<file path="config.mk">
export PLATFORM = sky130hd
export DESIGN_NAME = bspline_basis_eval
export DESIGN_NICKNAME = d
export VERILOG_FILES = /design/src/rtl/bbe_pkg.sv /design/src/rtl/bbe_regs.sv /design/src/rtl/bbe_front.sv /design/src/rtl/bbe_back.sv /design/src/rtl/bspline_basis_eval.sv
export SDC_FILE = /design/constraint.sdc
export NUM_CORES = 2
export LEC_CHECK = 0
export ABC_CLOCK_PERIOD_IN_PS = 6740
export BUFFER_PORTS_ARGS = -buffer_cell sky130_fd_sc_hd__buf_2
export CAP_MARGIN = 25
export CORE_UTILIZATION = 45
export DETAILED_ROUTE_END_ITERATION = 8
export SETUP_SLACK_MARGIN = 0.5
export SKIP_CTS_REPAIR_TIMING = 1
export SLEW_MARGIN = 20
export SYNTH_ARGS = -nofsm -noshare
export SYNTH_HDL_FRONTEND = slang
export SYNTH_SLANG_ARGS = --single-unit
</file>
<file path="constraint.sdc">
create_clock -name clk -period 6.74 [get_ports clk]
set_input_delay 0 -clock clk [delete_from_list [all_inputs] [get_ports clk]]
set_output_delay 0 -clock clk [all_outputs]
set_load 0.01 [all_outputs]
</file>
<file path="src/rtl/bbe_pkg.sv">
// Shared types and constants for the B-spline basis evaluator.
// No dependencies; every other file imports this package.
`timescale 1ns / 1ps
package bbe_pkg;

    localparam int VAL_W  = 17;
    localparam int KIDX_W = 6;
    localparam int SPAN_W = 6;
    localparam int BIDX_W = 3;
    localparam int DEG_W  = 3;
    localparam int NCP_W  = 6;
    localparam int CNT_W  = 4;
    localparam int POS_W  = 8;
    localparam int APB_AW = 3;
    localparam int APB_DW = 32;

    localparam logic [VAL_W-1:0] VAL_MAX = {VAL_W{1'b1}};

    localparam int DEF_MAX_KNOTS  = 64;
    localparam int DEF_MAX_DEGREE = 7;
    localparam int DEF_FRAC_BITS  = 16;

    localparam logic [DEG_W-1:0] DEGREE_RST = 3'd3;
    localparam logic [NCP_W-1:0] NCP_RST    = 6'd4;

    localparam logic REG_DEGREE = 1'b0;
    localparam logic REG_NCP    = 1'b1;

    localparam logic OP_LOAD = 1'b0;
    localparam logic OP_EVAL = 1'b1;

    typedef struct packed {
        logic              op;
        logic [KIDX_W-1:0] knot_index;
        logic [VAL_W-1:0]  knot_value;
        logic [VAL_W-1:0]  param_u;
    } item_t;

    typedef struct packed {
        logic [DEG_W-1:0] degree;
        logic [NCP_W-1:0] num_ctrl_points;
    } cfg_t;

    typedef enum logic [4:0] {
        ST_IDLE,
        ST_HI_RD,
        ST_HI_CHK,
        ST_LO_RD,
        ST_LO_CHK,
        ST_SRCH,
        ST_MID_RD,
        ST_MID1_RD,
        ST_MID_CHK,
        ST_BASIS,
        ST_JL_RD,
        ST_JR_RD,
        ST_JR_CAP,
        ST_PREP,
        ST_DIV,
        ST_MUL,
        ST_UPD,
        ST_EMIT
    } state_t;

endpackage

</file>
<file path="src/rtl/bbe_regs.sv">
// Configuration registers behind the APB-style port.
// Depends on bbe_pkg.
`timescale 1ns / 1ps
module bbe_regs
    import bbe_pkg::*;
(
    input  logic              clk,
    input  logic              rst_n,
    input  logic              psel,
    input  logic              penable,
    input  logic              pwrite,
    input  logic [APB_AW-1:0] paddr,
    input  logic [APB_DW-1:0] pwdata,
    output logic [APB_DW-1:0] prdata,
    output logic              pready,
    output cfg_t              cfg
);

    logic [DEG_W-1:0] degree_reg;
    logic [NCP_W-1:0] ncp_reg;
    logic             wr_en;

    assign pready = 1'b1;
    assign wr_en  = psel && penable && pwrite;

    always_ff @(posedge clk or negedge rst_n)
    begin
        if (!rst_n)
        begin
            degree_reg <= DEGREE_RST;
            ncp_reg    <= NCP_RST;
        end
        else if (wr_en)
        begin
            if (paddr[2] == REG_DEGREE)
                degree_reg <= pwdata[DEG_W-1:0];
            else
                ncp_reg <= pwdata[NCP_W-1:0];
        end
    end

    always_comb
    begin
        if (paddr[2] == REG_DEGREE)
            prdata = {{(APB_DW-DEG_W){1'b0}}, degree_reg};
        else
            prdata = {{(APB_DW-NCP_W){1'b0}}, ncp_reg};
    end

    assign cfg.degree          = degree_reg;
    assign cfg.num_ctrl_points = ncp_reg;

endmodule

</file>
<file path="src/rtl/bbe_front.sv">
// Front end: takes command words and holds them in a two-entry queue.
// Depends on bbe_pkg.
`timescale 1ns / 1ps
module bbe_front
    import bbe_pkg::*;
(
    input  logic  clk,
    input  logic  rst_n,
    input  logic  start,
    input  item_t item_in,
    output logic  busy,
    output logic  q_valid,
    output item_t q_item,
    input  logic  q_pop
);

    item_t       slot_reg [0:1];
    logic        wr_ptr_reg;
    logic        rd_ptr_reg;
    logic [1:0]  count_reg;
    logic [1:0]  count_next;
    logic        push;

    assign busy    = (count_reg == 2'd2);
    assign push    = start && !busy;
    assign q_valid = (count_reg != 2'd0);
    assign q_item  = slot_reg[rd_ptr_reg];

    always_comb
    begin
        count_next = count_reg;
        if (push && !q_pop)
            count_next = count_reg + 2'd1;
        else if (!push && q_pop)
            count_next = count_reg - 2'd1;
    end

    always_ff @(posedge clk or negedge rst_n)
    begin
        if (!rst_n)
        begin
            wr_ptr_reg <= 1'b0;
            rd_ptr_reg <= 1'b0;
            count_reg  <= 2'd0;
        end
        else
        begin
            count_reg <= count_next;
            if (push)
                wr_ptr_reg <= !wr_ptr_reg;
            if (q_pop)
                rd_ptr_reg <= !rd_ptr_reg;
        end
    end

    always_ff @(posedge clk)
    begin
        if (push)
            slot_reg[wr_ptr_reg] <= item_in;
    end

endmodule

</file>
<file path="src/rtl/bbe_back.sv">
// Back end: knot store, span search and Cox-de Boor recurrence sequencer
// with a shared restoring divider and a split multiplier. Depends on bbe_pkg.
`timescale 1ns / 1ps
module bbe_back
    import bbe_pkg::*;
#(
    parameter int MAX_KNOTS  = DEF_MAX_KNOTS,
    parameter int MAX_DEGREE = DEF_MAX_DEGREE,
    parameter int FRAC_BITS  = DEF_FRAC_BITS
)
(
    input  logic              clk,
    input  logic              rst_n,
    input  cfg_t              cfg,
    input  logic              q_valid,
    input  item_t             q_item,
    output logic              q_pop,
    output logic              result_valid,
    output logic [SPAN_W-1:0] span,
    output logic [BIDX_W-1:0] basis_index,
    output logic [VAL_W-1:0]  basis_value,
    output logic              last
);

    localparam int IDX_W = $clog2(MAX_KNOTS);
    localparam int AW    = (MAX_DEGREE < 2) ? 1 : $clog2(MAX_DEGREE + 1);
    localparam int NUM_W = VAL_W + FRAC_BITS;
    localparam int DEN_W = VAL_W + 1;
    localparam int HALF  = (NUM_W + 1) / 2;
    localparam int PRD_W = VAL_W + HALF;
    localparam int ACC_W = VAL_W + 2 * HALF;
    localparam int DCN_W = $clog2(NUM_W + 1);
    localparam logic [NUM_W-1:0] ONE_Q = NUM_W'(1) << FRAC_BITS;
    localparam logic [VAL_W-1:0] ONE_SAT =
        (FRAC_BITS >= VAL_W) ? VAL_MAX : VAL_W'(ONE_Q);

    state_t state_reg, state_next;

    // knot store
    logic [VAL_W-1:0] knot_mem [0:MAX_KNOTS-1];
    logic [VAL_W-1:0] knot_q_reg;
    logic             oob_reg;
    logic signed [POS_W-1:0] rd_pos;
    logic             rd_in_range;
    logic [IDX_W-1:0] rd_addr;
    logic             wr_en;
    logic [VAL_W-1:0] knot_v;

    // evaluation context
    logic [VAL_W-1:0]        u_reg;
    logic [CNT_W-1:0]        p_reg;
    logic signed [POS_W-1:0] nc_reg, lo_reg, hi_reg, mid_reg, span_reg;
    logic [VAL_W-1:0]        km_reg;
    logic [CNT_W-1:0]        j_reg, r_reg, e_reg;
    logic [VAL_W-1:0]        saved_reg;
    logic [VAL_W-1:0]        bw_reg [0:MAX_DEGREE];
    logic [VAL_W-1:0]        ld_reg [0:MAX_DEGREE];
    logic [VAL_W-1:0]        rd_reg [0:MAX_DEGREE];

    // arithmetic
    logic [VAL_W-1:0]  rdv_reg, ldv_reg;
    logic [DEN_W-1:0]  den_reg, den_c;
    logic [NUM_W-1:0]  dq_reg, dq_next;
    logic [DEN_W-1:0]  rem_reg, rem_next;
    logic [DEN_W:0]    rem_sh;
    logic              rem_ge;
    logic [DCN_W-1:0]  dcnt_reg;
    logic [2:0]        mcnt_reg;
    logic [PRD_W-1:0]  prod_reg;
    logic [ACC_W-1:0]  racc_reg, lacc_reg;
    logic [VAL_W-1:0]  mul_a;
    logic [HALF-1:0]   mul_b, q_lo, q_hi;
    logic [ACC_W:0]    bw_sum;
    logic [ACC_W-1:0]  l_term;
    logic [VAL_W-1:0]  bw_new, saved_new;

    // search helpers
    logic [CNT_W-1:0]        p_eff;
    logic [NCP_W-1:0]        nc_eff;
    logic signed [POS_W:0]   window;
    logic signed [POS_W:0]   mid_lo_sum, mid_hi_sum, init_sum;
    logic                    hi_hit, lo_hit, u_below, u_above;
    logic [CNT_W-1:0]        bw_rd_idx;
    logic [VAL_W-1:0]        bw_rd;

    assign knot_v = oob_reg ? '0 : knot_q_reg;

    assign p_eff  = (CNT_W'(cfg.degree) > CNT_W'(MAX_DEGREE)) ? CNT_W'(MAX_DEGREE)
                                                              : CNT_W'(cfg.degree);
    assign nc_eff = (cfg.num_ctrl_points < NCP_W'(2)) ? NCP_W'(2) : cfg.num_ctrl_points;

    assign hi_hit  = (u_reg >= knot_v);
    assign lo_hit  = (u_reg <= knot_v);
    assign u_below = (u_reg < km_reg);
    assign u_above = (u_reg >= knot_v);

    assign window     = (POS_W+1)'(hi_reg) - (POS_W+1)'(lo_reg);
    assign mid_lo_sum = (POS_W+1)'(lo_reg) + (POS_W+1)'(mid_reg);
    assign mid_hi_sum = (POS_W+1)'(mid_reg) + (POS_W+1)'(hi_reg);
    assign init_sum   = $signed((POS_W+1)'(p_reg)) + (POS_W+1)'(nc_reg);

    assign den_c = DEN_W'(rd_reg[AW'(r_reg + CNT_W'(1))]) + DEN_W'(ld_reg[AW'(j_reg - r_reg)]);

    assign bw_rd_idx = (state_reg == ST_EMIT) ? e_reg : r_reg;
    assign bw_rd     = bw_reg[AW'(bw_rd_idx)];

    // divider step
    assign rem_sh   = {rem_reg, dq_reg[NUM_W-1]};
    assign rem_ge   = (rem_sh >= {1'b0, den_reg});
    assign rem_next = rem_ge ? DEN_W'(rem_sh - {1'b0, den_reg}) : DEN_W'(rem_sh);
    assign dq_next  = {dq_reg[NUM_W-2:0], rem_ge};

    // multiplier operands: right term low/high, then left term low/high
    assign q_lo  = dq_reg[HALF-1:0];
    assign q_hi  = HALF'(dq_reg >> HALF);
    assign mul_a = mcnt_reg[1] ? ldv_reg : rdv_reg;
    assign mul_b = mcnt_reg[0] ? q_hi : q_lo;

    assign bw_sum    = (ACC_W+1)'(racc_reg >> FRAC_BITS) + (ACC_W+1)'(saved_reg);
    assign bw_new    = (bw_sum > (ACC_W+1)'(VAL_MAX)) ? VAL_MAX : VAL_W'(bw_sum);
    assign l_term    = lacc_reg >> FRAC_BITS;
    assign saved_new = (l_term > ACC_W'(VAL_MAX)) ? VAL_MAX : VAL_W'(l_term);

    // next state
    always_comb
    begin
        state_next = state_reg;
        unique case (state_reg)
            ST_IDLE:
                if (q_valid && q_item.op == OP_EVAL)
                    state_next = ST_HI_RD;
            ST_HI_RD:   state_next = ST_HI_CHK;
            ST_HI_CHK:  state_next = hi_hit ? ST_BASIS : ST_LO_RD;
            ST_LO_RD:   state_next = ST_LO_CHK;
            ST_LO_CHK:  state_next = lo_hit ? ST_BASIS : ST_SRCH;
            ST_SRCH:    state_next = (window > 1) ? ST_MID_RD : ST_BASIS;
            ST_MID_RD:  state_next = ST_MID1_RD;
            ST_MID1_RD: state_next = ST_MID_CHK;
            ST_MID_CHK: state_next = (u_below || u_above) ? ST_SRCH : ST_BASIS;
            ST_BASIS:   state_next = (p_reg == '0) ? ST_EMIT : ST_JL_RD;
            ST_JL_RD:   state_next = ST_JR_RD;
            ST_JR_RD:   state_next = ST_JR_CAP;
            ST_JR_CAP:  state_next = ST_PREP;
            ST_PREP:    state_next = (den_c == '0) ? ST_MUL : ST_DIV;
            ST_DIV:
                if (dcnt_reg == DCN_W'(NUM_W - 1))
                    state_next = ST_MUL;
            ST_MUL:
                if (mcnt_reg == 3'd4)
                    state_next = ST_UPD;
            ST_UPD:
                if (r_reg + CNT_W'(1) == j_reg)
                    state_next = (j_reg == p_reg) ? ST_EMIT : ST_JL_RD;
                else
                    state_next = ST_PREP;
            ST_EMIT:
                if (e_reg == p_reg)
                    state_next = ST_IDLE;
            default:    state_next = ST_IDLE;
        endcase
    end

    // control outputs: queue pop, knot store access
    always_comb
    begin
        q_pop  = 1'b0;
        wr_en  = 1'b0;
        rd_pos = '0;
        unique case (state_reg)
            ST_IDLE:
            begin
                q_pop = q_valid;
                wr_en = q_valid && (q_item.op == OP_LOAD) &&
                        ({{(32-KIDX_W){1'b0}}, q_item.knot_index} < 32'(MAX_KNOTS));
            end
            ST_HI_RD:   rd_pos = nc_reg;
            ST_LO_RD:   rd_pos = $signed(POS_W'(p_reg));
            ST_MID_RD:  rd_pos = mid_reg;
            ST_MID1_RD: rd_pos = mid_reg + POS_W'(1);
            ST_JL_RD:   rd_pos = span_reg + POS_W'(1) - $signed(POS_W'(j_reg));
            ST_JR_RD:   rd_pos = span_reg + $signed(POS_W'(j_reg));
            default:    rd_pos = '0;
        endcase
    end

    assign rd_in_range = (rd_pos >= 0) && (32'(rd_pos) < 32'(MAX_KNOTS));
    assign rd_addr     = rd_in_range ? IDX_W'($unsigned(rd_pos)) : '0;

    always_ff @(posedge clk)
    begin
        if (wr_en)
            knot_mem[IDX_W'(q_item.knot_index)] <= q_item.knot_value;
        knot_q_reg <= knot_mem[rd_addr];
        oob_reg    <= !rd_in_range;
    end

    always_ff @(posedge clk or negedge rst_n)
    begin
        if (!rst_n)
        begin
            state_reg    <= ST_IDLE;
            result_valid <= 1'b0;
        end
        else
        begin
            state_reg    <= state_next;
            result_valid <= (state_reg == ST_EMIT);
        end
    end

    // datapath
    always_ff @(posedge clk)
    begin
        unique case (state_reg)
            ST_IDLE:
            begin
                u_reg  <= q_item.param_u;
                p_reg  <= p_eff;
                nc_reg <= $signed(POS_W'(nc_eff));
            end
            ST_HI_CHK:
                span_reg <= nc_reg - POS_W'(1);
            ST_LO_CHK:
            begin
                span_reg <= $signed(POS_W'(p_reg));
                lo_reg   <= $signed(POS_W'(p_reg));
                hi_reg   <= nc_reg;
                mid_reg  <= POS_W'(init_sum >>> 1);
            end
            ST_SRCH:
                span_reg <= mid_reg;
            ST_MID1_RD:
                km_reg <= knot_v;
            ST_MID_CHK:
            begin
                span_reg <= mid_reg;
                if (u_below)
                begin
                    hi_reg  <= mid_reg;
                    mid_reg <= POS_W'(mid_lo_sum >>> 1);
                end
                else if (u_above)
                begin
                    lo_reg  <= mid_reg;
                    mid_reg <= POS_W'(mid_hi_sum >>> 1);
                end
            end
            ST_BASIS:
            begin
                bw_reg[0] <= ONE_SAT;
                j_reg     <= CNT_W'(1);
                e_reg     <= '0;
            end
            ST_JR_RD:
                ld_reg[AW'(j_reg)] <= (u_reg > knot_v) ? u_reg - knot_v : '0;
            ST_JR_CAP:
            begin
                rd_reg[AW'(j_reg)] <= (knot_v > u_reg) ? knot_v - u_reg : '0;
                r_reg     <= '0;
                saved_reg <= '0;
            end
            ST_PREP:
            begin
                rdv_reg  <= rd_reg[AW'(r_reg + CNT_W'(1))];
                ldv_reg  <= ld_reg[AW'(j_reg - r_reg)];
                den_reg  <= den_c;
                rem_reg  <= '0;
                dcnt_reg <= '0;
                mcnt_reg <= '0;
                // zero denominator: quotient is one
                dq_reg   <= (den_c == '0) ? ONE_Q : (NUM_W'(bw_rd) << FRAC_BITS);
            end
            ST_DIV:
            begin
                rem_reg  <= rem_next;
                dq_reg   <= dq_next;
                dcnt_reg <= dcnt_reg + DCN_W'(1);
            end
            ST_MUL:
            begin
                mcnt_reg <= mcnt_reg + 3'd1;
                prod_reg <= mul_a * mul_b;
                unique case (mcnt_reg)
                    3'd1:    racc_reg <= ACC_W'(prod_reg);
                    3'd2:    racc_reg <= racc_reg + (ACC_W'(prod_reg) << HALF);
                    3'd3:    lacc_reg <= ACC_W'(prod_reg);
                    3'd4:    lacc_reg <= lacc_reg + (ACC_W'(prod_reg) << HALF);
                    default: ;
                endcase
            end
            ST_UPD:
            begin
                bw_reg[AW'(r_reg)] <= bw_new;
                if (r_reg + CNT_W'(1) == j_reg)
                begin
                    bw_reg[AW'(j_reg)] <= saved_new;
                    j_reg <= j_reg + CNT_W'(1);
                end
                else
                begin
                    r_reg     <= r_reg + CNT_W'(1);
                    saved_reg <= saved_new;
                end
            end
            ST_EMIT:
            begin
                span        <= SPAN_W'($unsigned(span_reg));
                basis_index <= BIDX_W'(e_reg);
                basis_value <= bw_rd;
                last        <= (e_reg == p_reg);
                e_reg       <= e_reg + CNT_W'(1);
            end
            default: ;
        endcase
    end

endmodule

</file>
<file path="src/rtl/bspline_basis_eval.sv">
// B-spline span finder and basis evaluator, top level.
// Load word: written to the knot store once popped. Evaluate word: popped, then a span
// search (end knots, then bisection), two knot reads per row and p*(p+1)/2 steps, each
// with a divide of NUM_W = 17+FRAC_BITS bits (none on a zero denominator), then p+1 results.
// Up to two words queue while one is at work. Results cannot be stalled.
// Reset is asynchronous, active low; the knot store is not cleared.
`timescale 1ns / 1ps
module bspline_basis_eval
    import bbe_pkg::*;
#(
    parameter int MAX_KNOTS  = DEF_MAX_KNOTS,
    parameter int MAX_DEGREE = DEF_MAX_DEGREE,
    parameter int FRAC_BITS  = DEF_FRAC_BITS
)
(
    input  logic              clk,
    input  logic              rst_n,
    input  logic              start,
    output logic              busy,
    input  logic              op,
    input  logic [KIDX_W-1:0] knot_index,
    input  logic [VAL_W-1:0]  knot_value,
    input  logic [VAL_W-1:0]  param_u,
    output logic              result_valid,
    output logic [SPAN_W-1:0] span,
    output logic [BIDX_W-1:0] basis_index,
    output logic [VAL_W-1:0]  basis_value,
    output logic              last,
    input  logic              psel,
    input  logic              penable,
    input  logic              pwrite,
    input  logic [APB_AW-1:0] paddr,
    input  logic [APB_DW-1:0] pwdata,
    output logic [APB_DW-1:0] prdata,
    output logic              pready
);

    cfg_t  cfg;
    item_t item_in;
    item_t q_item;
    logic  q_valid;
    logic  q_pop;

    assign item_in.op         = op;
    assign item_in.knot_index = knot_index;
    assign item_in.knot_value = knot_value;
    assign item_in.param_u    = param_u;

    bbe_regs u_regs (
        .clk     (clk),
        .rst_n   (rst_n),
        .psel    (psel),
        .penable (penable),
        .pwrite  (pwrite),
        .paddr   (paddr),
        .pwdata  (pwdata),
        .prdata  (prdata),
        .pready  (pready),
        .cfg     (cfg)
    );

    bbe_front u_front (
        .clk     (clk),
        .rst_n   (rst_n),
        .start   (start),
        .item_in (item_in),
        .busy    (busy),
        .q_valid (q_valid),
        .q_item  (q_item),
        .q_pop   (q_pop)
    );

    bbe_back #(
        .MAX_KNOTS  (MAX_KNOTS),
        .MAX_DEGREE (MAX_DEGREE),
        .FRAC_BITS  (FRAC_BITS)
    ) u_back (
        .clk          (clk),
        .rst_n        (rst_n),
        .cfg          (cfg),
        .q_valid      (q_valid),
        .q_item       (q_item),
        .q_pop        (q_pop),
        .result_valid (result_valid),
        .span         (span),
        .basis_index  (basis_index),
        .basis_value  (basis_value),
        .last         (last)
    );

endmodule

</file>
==> results.toml <==
[power_and_ir_drop]
peakVddDrop_uv = 1020
pwr_density_cell_nw_per_um2 = 485
power_switching_share_pct = 41.3
p_leak_nw = 40.7
p_comb_share_pct = 48.7
p_total_mw = 53.9
p_int_mw = 31.6
clockPowerShare_pct = 20.5
p_seq_share_pct = 30.9
power.net_switching_mw = 22.3

[setup_path]
cp.required_ps = 7370
slowest_delay_ps = 550
cp.arrival_ps = 7320
ff2ff_path_depth = 25
critPathKind = "register to register"
crit_fanout = 5
r2r-end = "u_back.prod_reg[30]"
rrSetupSlack_ps = 50
cp-start-kind = "register"
r2r_start = "u_back.mcnt_reg[0]"
slowest_stage = "fa_1"
critPathMostFrequentCell = "fa_1"
crit_path_end_kind = "register"

[sta]
fin_setup_tns_ps = 0
setup_viol = 0
worst_clock_skew_ps = 93.1
fmax_mhz = 149
hold_slack_ps = 46.2
rsz0062_at_grt = "true"
setup_ws_ps = 47.1
period_share_pct = 99.3
slew_headroom_pct = 29.1
final_hold_viol_count = 0
post-route-min-period_ps = 6690
maxSlewViolCount = 0
worst_slew_pin_slew_ps = 1060

[worst_hold_path]
min_path_cells = 4
holdPathEnd = "u_front.wr_ptr_reg"
hp-start = "start"
worstHoldPathType = "input port to register"

[synthesis]
synthTopCellsByArea = "edfxtp_1 60%, fa_1 4.9%, ha_1 4.2%"
ys_seq_elements = 1962
synth_edf_count = 1925
syn-cell-area_sq_um = 97100
syn_avg_cell_area_sq_um = 12.5
ys_types = 100
synthCells = 7769
yosys.area.top_type = "edfxtp_1"
synth-warning-count = 0
synthArstFlopShare_pct = 0.968
yosysSeqAreaShare_pct = 60.4
ys.flop_type = "edfxtp_1"
synthDominantCellAreaShare_pct = 59.5

[drt]
drt_iter0_markers = 6577
drtPass1Iterations = 9
drtAntennaViolNets = 0
wl_met1_mm = 117
met3_length_mm = 16.5
route.met2.wl_mm = 139
via_count = 64652
wire_per_inst_um = 25.3
drc = 0
top_layer = "met5"
finalWirelength_mm = 283
drt-vias-per-instance = 5.79

[die]
fp.dieH_um = 467
design.die.area_sq_um = 218000
fp.dieW_um = 467
start_util_pct = 45.3
io_pins = 144
design.core.area_sq_um = 215000
rows = 170

[global_route]
grt_usage_pct = 25.6
grt_overflow = 0
antenna_found_initial = 9
grt_pass1_vias = 62588
grt_max_degree = 110
grt_pass1_wl_mm = 415

[clocking]
cts_buffer_depth = 3
cts.sink_count = 1962
cts.clk_slew.worst_paths_ps = 70
clk_latency_ps = 910
cts_root_buf = "clkbuf_16"
cts_tree = "yes"
numCtsBuffers = 205
htreeDepth = 4

[final_layout]
nFillCells = 18251
top_register = "u_back.knot_mem"
layout.cells.non_filler = 11173
syn2layout_area_growth_pct = 14.5
register_area_sq_um = 58600
stdcell_area_sq_um = 111000
final_cell_mix = "1,925 x edfxtp_1, 955 x nand2_1, 688 x nor2_1"
final_common_cell = "edfxtp_1"
nets = 8798
drive_gt1_share_pct = 14.1
finish.utilization_pct = 51.8
largest_register_ffs = 1088
multi_input_area_sq_um = 36100

[flow_run]
cap_violations = 0

[place]
dp_hpwl_mm = 188
place_ws_ps = 19.1
port_buffers = 88
dp_cells = 10637
placed_cell_area_sq_um = 103000
globalplace.congestion = 0.935

[run_status]
outcome = "finished clean"
## power by group through the flow
stage	Clock, mW	Combinational (mW)	Sequential [mW]
floorplan	0	15.6	16.6
global placement	0	24.2	16.9
detailed placement	0	24.5	16.9
CTS	11.2	24.6	16.6
global route	11.6	28.3	16.7
finish	11.0	26.2	16.6
## final cells by class
cell class | instances | area share, %
clock buffer | 241 | 4.76
tap | 2838 | 3.19
timing repair buffer | 540 | 4.03
multi-input combinational | 4969 | 32.5
inverter | 478 | 1.62
clock inverter | 143 | 1.14
sequential | 1962 | 52.8
antenna | 2 | 0.00450
## per-layer routing
| layer | GRT usage (%) | vias up |
|---|---|---|
| li1 | - | 29263 |
| met1 | 34.2 | 32612 |
| met2 | 42.9 | 2327 |
| met3 | 3.17 | 446 |
| met4 | 9.55 | 4 |
| met5 | 0 | - |
## critical path, delay by kind of cell (launching register included)
kind	cells	cell delay, ps
mux	1	330
fa+ha+maj	7	3000
compound gates	8	1660
xor+xnor	1	70
flops	1	490
buf+inv	6	530
simple gates	2	350
## worst max-delay path by stage
stage               depth (start not counted)               start  slack [ps]                  end
global route                               25  u_back.mcnt_reg[0]        -130  u_back.prod_reg[30]
CTS                                        23  u_back.mcnt_reg[0]          -3  u_back.prod_reg[27]
finish                                     25  u_back.mcnt_reg[0]          50  u_back.prod_reg[30]
detailed placement                         23  u_back.mcnt_reg[0]          20  u_back.prod_reg[27]
global placement                           24  u_back.mcnt_reg[0]          90  u_back.prod_reg[27]
floorplan                                  26  u_back.mcnt_reg[1]         430  u_back.prod_reg[27]
## Yosys cell counts (29+ instances only)
master / count
edfxtp_1: 1925
nand2_1: 963
nor2_1: 715
inv_1: 474
a21oi_1: 372
o21ai_0: 371
ha_1: 323
clkbuf_1: 256
fa_1: 237
nand3_1: 231
mux2_2: 138
xnor2_1: 110
mux4_2: 102
o22ai_1: 101
o211ai_1: 90
a21o_1: 89
nor3_1: 83
a31oi_1: 80
nand2b_1: 79
xor2_1: 75
mux2i_1: 70
nand4_1: 59
and2_1: 53
buf_2: 50
and3_1: 45
buf_1: 43
a311oi_1: 35
buf_4: 35
nor2b_1: 32
nor4_1: 32
a211oi_1: 30
o21a_1: 29
## kinds of logic (layout without fill, tap and decap cells)
group,count (synthesis),after routing,synth area share [%]
simple gates,2402,2402,10.9
flops,1962,1962,60.4
compound gates,1484,1484,9.70
buf+inv,864,1402,3.55
fa+ha+maj,560,560,9.05
mux,310,311,4.69
xor+xnor,185,185,1.67
other cells,2,29,0.00773
(Power assumes the default switching activity.)
